## src/hdl/dbse_pkg.sv

```systemverilog
// Shared types, codes and defaults for the de Boor spline sample evaluator.
`default_nettype none
package dbse_pkg;

  localparam int MAX_COEFFS_DEF = 32;
  localparam int MAX_DEGREE_DEF = 3;

  localparam int VALUE_SHIFT = 9;
  localparam logic signed [31:0] FAC_MAX = 32'sh7FFF_FFFF;

  localparam logic [1:0] CMD_COEF = 2'd0;
  localparam logic [1:0] CMD_KNOT = 2'd1;
  localparam logic [1:0] CMD_EVAL = 2'd2;

  localparam logic [1:0] REG_DEGREE = 2'd0;
  localparam logic [1:0] REG_SUBINT = 2'd1;
  localparam logic [1:0] REG_START  = 2'd2;
  localparam logic [1:0] REG_PERIOD = 2'd3;

  typedef struct packed {
    logic [1:0]         command;
    logic [5:0]         entry_index;
    logic signed [31:0] entry_value;
    logic [23:0]        sample_number;
  } item_t;

  typedef struct packed {
    logic signed [15:0] sample_value;
    logic [23:0]        sample_echo;
    logic               in_period;
    logic               clipped;
  } result_t;

  typedef enum logic [4:0] {
    OP_IDLE, OP_RANGE, OP_TDIV, OP_SRCH_RD, OP_SRCH_CMP, OP_LOAD_RD, OP_LOAD_WR,
    OP_RD_LO, OP_RD_HI, OP_RD_R, OP_RD_L, OP_DIV1, OP_DIV2, OP_MUL1, OP_MUL2,
    OP_WR, OP_FIN_RD, OP_OUT
  } op_t;

  typedef enum logic [1:0] {
    DIV_T, DIV_F1, DIV_F2
  } div_sel_t;

  typedef struct packed {
    op_t      op;
    logic     take;
    logic     div_start;
    div_sel_t div_sel;
  } ctl_t;

  typedef struct packed {
    logic out_range;
    logic per_zero;
    logic div_done;
    logic srch_stop;
    logic load_last;
    logic den_zero;
    logic tri_end;
    logic out_free;
  } sts_t;

endpackage
`default_nettype wire

```

## src/hdl/dbse_ctrl.sv

```systemverilog
// Controller state machine sequencing load, search, blend and output steps.
`default_nettype none
module dbse_ctrl (
  input  logic           clk,
  input  logic           rst,
  input  logic           item_valid,
  input  logic [1:0]     command,
  output logic           item_stall,
  output dbse_pkg::ctl_t ctl,
  input  dbse_pkg::sts_t sts
);
  import dbse_pkg::*;

  typedef enum logic [17:0] {
    ST_IDLE     = 18'd1 << 0,
    ST_RANGE    = 18'd1 << 1,
    ST_TDIV     = 18'd1 << 2,
    ST_SRCH_RD  = 18'd1 << 3,
    ST_SRCH_CMP = 18'd1 << 4,
    ST_LOAD_RD  = 18'd1 << 5,
    ST_LOAD_WR  = 18'd1 << 6,
    ST_RD_LO    = 18'd1 << 7,
    ST_RD_HI    = 18'd1 << 8,
    ST_RD_R     = 18'd1 << 9,
    ST_RD_L     = 18'd1 << 10,
    ST_DIV1     = 18'd1 << 11,
    ST_DIV2     = 18'd1 << 12,
    ST_MUL1     = 18'd1 << 13,
    ST_MUL2     = 18'd1 << 14,
    ST_WR       = 18'd1 << 15,
    ST_FIN_RD   = 18'd1 << 16,
    ST_OUT      = 18'd1 << 17
  } state_t;

  state_t state;
  state_t state_next;

  always_ff @(posedge clk) begin
    if (rst) begin
      state <= ST_IDLE;
    end else begin
      state <= state_next;
    end
  end

  always_comb begin
    state_next    = state;
    item_stall    = 1'b1;
    ctl.op        = OP_IDLE;
    ctl.take      = 1'b0;
    ctl.div_start = 1'b0;
    ctl.div_sel   = DIV_T;
    unique case (state)
      ST_IDLE: begin
        item_stall = 1'b0;
        ctl.take   = item_valid;
        if (item_valid && (command == CMD_EVAL)) begin
          state_next = ST_RANGE;
        end
      end
      ST_RANGE: begin
        ctl.op = OP_RANGE;
        if (sts.out_range) begin
          state_next = ST_OUT;
        end else if (sts.per_zero) begin
          state_next = ST_SRCH_RD;
        end else begin
          ctl.div_start = 1'b1;
          state_next    = ST_TDIV;
        end
      end
      ST_TDIV: begin
        ctl.op = OP_TDIV;
        if (sts.div_done) begin
          state_next = ST_SRCH_RD;
        end
      end
      ST_SRCH_RD: begin
        ctl.op     = OP_SRCH_RD;
        state_next = ST_SRCH_CMP;
      end
      ST_SRCH_CMP: begin
        ctl.op     = OP_SRCH_CMP;
        state_next = sts.srch_stop ? ST_LOAD_RD : ST_SRCH_RD;
      end
      ST_LOAD_RD: begin
        ctl.op     = OP_LOAD_RD;
        state_next = ST_LOAD_WR;
      end
      ST_LOAD_WR: begin
        ctl.op     = OP_LOAD_WR;
        state_next = sts.load_last ? ST_RD_LO : ST_LOAD_RD;
      end
      ST_RD_LO: begin
        ctl.op     = OP_RD_LO;
        state_next = ST_RD_HI;
      end
      ST_RD_HI: begin
        ctl.op     = OP_RD_HI;
        state_next = ST_RD_R;
      end
      ST_RD_R: begin
        ctl.op     = OP_RD_R;
        state_next = ST_RD_L;
      end
      ST_RD_L: begin
        ctl.op      = OP_RD_L;
        ctl.div_sel = DIV_F1;
        if (sts.den_zero) begin
          state_next = ST_WR;
        end else begin
          ctl.div_start = 1'b1;
          state_next    = ST_DIV1;
        end
      end
      ST_DIV1: begin
        ctl.op      = OP_DIV1;
        ctl.div_sel = DIV_F2;
        if (sts.div_done) begin
          ctl.div_start = 1'b1;
          state_next    = ST_DIV2;
        end
      end
      ST_DIV2: begin
        ctl.op = OP_DIV2;
        if (sts.div_done) begin
          state_next = ST_MUL1;
        end
      end
      ST_MUL1: begin
        ctl.op     = OP_MUL1;
        state_next = ST_MUL2;
      end
      ST_MUL2: begin
        ctl.op     = OP_MUL2;
        state_next = ST_WR;
      end
      ST_WR: begin
        ctl.op     = OP_WR;
        state_next = sts.tri_end ? ST_FIN_RD : ST_RD_LO;
      end
      ST_FIN_RD: begin
        ctl.op     = OP_FIN_RD;
        state_next = ST_OUT;
      end
      ST_OUT: begin
        ctl.op = OP_OUT;
        if (sts.out_free) begin
          state_next = ST_IDLE;
        end
      end
      default: state_next = ST_IDLE;
    endcase
  end

endmodule
`default_nettype wire

```

## config.mk

```make
export PLATFORM = sky130hd
export DESIGN_NAME = dbse_ctrl
export DESIGN_NICKNAME = d
export VERILOG_FILES = /design/src/hdl/dbse_pkg.sv /design/src/hdl/dbse_ctrl.sv
export SDC_FILE = /design/constraint.sdc
export NUM_CORES = 1
export LEC_CHECK = 0
export BUFFER_PORTS_ARGS = -buffer_cell sky130_fd_sc_hd__clkbuf_2
export CAP_MARGIN = 40
export CELL_PAD_IN_SITES_DETAIL_PLACEMENT = 0
export CELL_PAD_IN_SITES_GLOBAL_PLACEMENT = 2
export CORE_UTILIZATION = 31
export DETAILED_ROUTE_END_ITERATION = 6
export GPL_TIMING_DRIVEN = 1
export PLACE_DENSITY_LB_ADDON = 0.08
export SLEW_MARGIN = 20
export SYNTH_ARGS = -nofsm -noshare
export SYNTH_HDL_FRONTEND = slang
export SYNTH_SLANG_ARGS = --single-unit
```

## constraint.sdc

```tcl
create_clock -name clk -period 2.8 [get_ports clk]
set_input_delay 0.28 -clock clk [delete_from_list [all_inputs] [get_ports clk]]
set_output_delay 0.28 -clock clk [all_outputs]
set_load 0.01 [all_outputs]
```

==> metrics.txt <==
Syn Area/Cell=8.06 sq um; GR Util All Layers=18.6%; Max Freq=373 MHz; Die X=64.7 um; drt initial violations=50; die height=64.7 um; vias per cell=5.48; Crit. End Element=output pin; Req. time, crit path=2.52 ns; CTS tree=built; distinct cell type count after synthesis=45; Worst-Margin Slew=0.587 ns; cell accounting for the most synthesized area=dfxtp_1; commonest cells in the netlist=nor2_1 (19), dfxtp_1 (18), nand2_1 (10); share of layout cells above drive strength 1=23.3%; Async S/R FF share, synth=0%; worst hold path type=in -> reg; IO buf count=22; worst skew pair latency=0.26 ns; Synth Flop Type=dfxtp_1; ANT cells=0; cts hold-fix bufs=0; final hold vios=0; Max-slew headroom=60.8%; Setup Skew=0.00731 ns; largest net degree at the start of global routing=11; routed wire length=3580 um; final-report max-slew violation count=0; synth top area cells=dfxtp_1 (30%), nor2_1 (5.9%), nor4_1 (4.6%); Cell Pwr Density=493 nW/um^2; sequential area share after synthesis=29.6%; Num CTS Buffers=3; Syn Std Cell Area=1220 sq um; vias in the first global route=1,122; core footprint=3720 sq um; Yosys top cell area share=29.6%; number of flip-flops in the largest register=18; first-pass GRT wire length=5790 um; WL/cell=16.0 um; die area=4180 sq um; Via Count=1,228; start point of the critical path=state[0]$_SDFFE_PP1P_; Num Clock Sinks=18; FP Rows=22; postcts setup bufs=0; Synth Instances=151; CTS Root Cell=clkbuf_8; Post-synth EDFFs=0; status=completed; CTS Buffer Depth=2; fin crit period=2.68 ns; synth-to-layout area growth=20.2%; biggest registers after layout=state x18; DRT Pass-1 Iters=4; RSZ-0062 raised after global routing=false; GPL Wtd Cong=0.839; post_cts resized=0; Nets=190; Tcrit/Tclk final=95.8%; Synth Register Bits=18; Post-Syn Nets=164; initial antenna violation count=0; fillers=411; clock transition at the registers of the reported paths=0.08 ns; R2R depth=7; WP data arrival=2.40 ns; Critical Path Sink=ctl[4]; Biggest register=state; R2R Path End=state[0]$_SDFFE_PP1P_; final setup fails=0; worst r2r src=state[14]$_SDFFE_PP0P_; WS Path Type=reg -> out; final setup TNS=0 ns; startpoint types=flip-flop; DP HPWL=2900 um; Crit Path Max Fanout=6; Initial Util=32.8%; Post-DRT Antenna Nets=0; DRC=0; yosys warns=0; most common cell in the netlist=nor2_1; Pleak=0.605 nW; Hold WS=0.275 ns; io pins=23; max cap viols=0; Reg2Reg Setup Slack=0.56 ns; H-Tree Level Count=1; Max VDD drop=0.212 mV; grt ovf=0
==> report_power, final <==
| group | switching, mW | internal (mW) |
|---|---|---|
| sequential | 0.0139 | 0.265 |
| combinational | 0.126 | 0.0959 |
| clock | 0.0954 | 0.125 |
| total | 0.235 | 0.486 |
==> critical path, cell delays in order (launching register included) <==
cell and delay (ns):
dfxtp_1 0.36, or4_1 0.63, nor4_4 0.46, nand4b_1 0.23, o31a_1 0.18, o2111ai_1 0.11
clkbuf_2 0.16
==> cells in the final DEF, fill, tap and decap left out, drive strengths merged, types with 2 or more instances in the layout <==
| master | n |
|---|---|
| or4 | 6 |
| nand4b | 6 |
| clkbuf | 26 |
| and2 | 2 |
| nand3 | 4 |
| nor3 | 6 |
| nand2 | 10 |
| nor4 | 12 |
| nor2 | 19 |
| nand3b | 2 |
| or3 | 2 |
| a22oi | 2 |
| nand4 | 5 |
| o32ai | 2 |
| xor2 | 4 |
| nor3b | 3 |
| nor4b | 3 |
| xnor2 | 4 |
| a21oi | 3 |
| nand2b | 5 |
| a31oi | 2 |
| o2111ai | 2 |
| dfxtp | 18 |
| inv | 5 |
| buf | 8 |
==> stage by stage <==
step	cells	power (mW)	worst slack, ns	util, %	area (sq um)
global placement	220	0.508	0.272	37.6	1400
detailed placement	220	0.502	0.306	37.6	1400
global route	224	0.759	0.00673	39.4	1460
floorplan	151	0.423	0.583	-	1220
finish	224	0.721	0.118	39.4	1460
CTS	224	0.720	0.0216	39.1	1450
==> area by class of cell <==
cell class              count  area, sq um  area share, %
repair buffers             30          170           11.6
flip-flops and latches     18          360           24.6
clock buffers               4         55.1           3.76
inverters                   5         18.8           1.28
multi-input cells         119          800           54.6
well taps                  48         60.1           4.10
==> per-layer routing <==
| layer | part of all wire, % | track usage [%] | vias up |
|---|---|---|---|
| li1 | - | - | 628 |
| met1 | 49 | 26.0 | 576 |
| met2 | 48 | 30.4 | 22 |
| met3 | 2.2 | 1.58 | 2 |
| met4 | 0.64 | 5.00 | 0 |
| met5 | 0 | 0 | - |
==> logic make-up after synthesis <==
family | share of synthesized area [%]
flip-flops | 29.6
buffers and inverters | 5.55
multiplexers | 0.822
XOR/XNOR | 5.75
AND/OR/NAND/NOR | 44.9
AO/OA/AOI/OAI | 13.4
==> worst min path at each step <==
| stage | startpoint | end | slack [ns] | cells after the start |
|---|---|---|---|---|
| 2_1_floorplan | rst | state[11]$_SDFFE_PP0P_ | 0.35 | 1 |
| 3_5_place_dp | sts[3] | state[7]$_SDFFE_PP0P_ | 0.54 | 3 |
| 6_report | sts[3] | state[7]$_SDFFE_PP0P_ | 0.27 | 3 |
| 3_3_place_gp | sts[3] | state[7]$_SDFFE_PP0P_ | 0.53 | 3 |
| 4_1_cts | sts[3] | state[7]$_SDFFE_PP0P_ | 0.28 | 3 |
| 5_1_grt | sts[6] | state[3]$_SDFFE_PP0P_ | 0.30 | 3 |
Power figures use the tool's default switching activity.
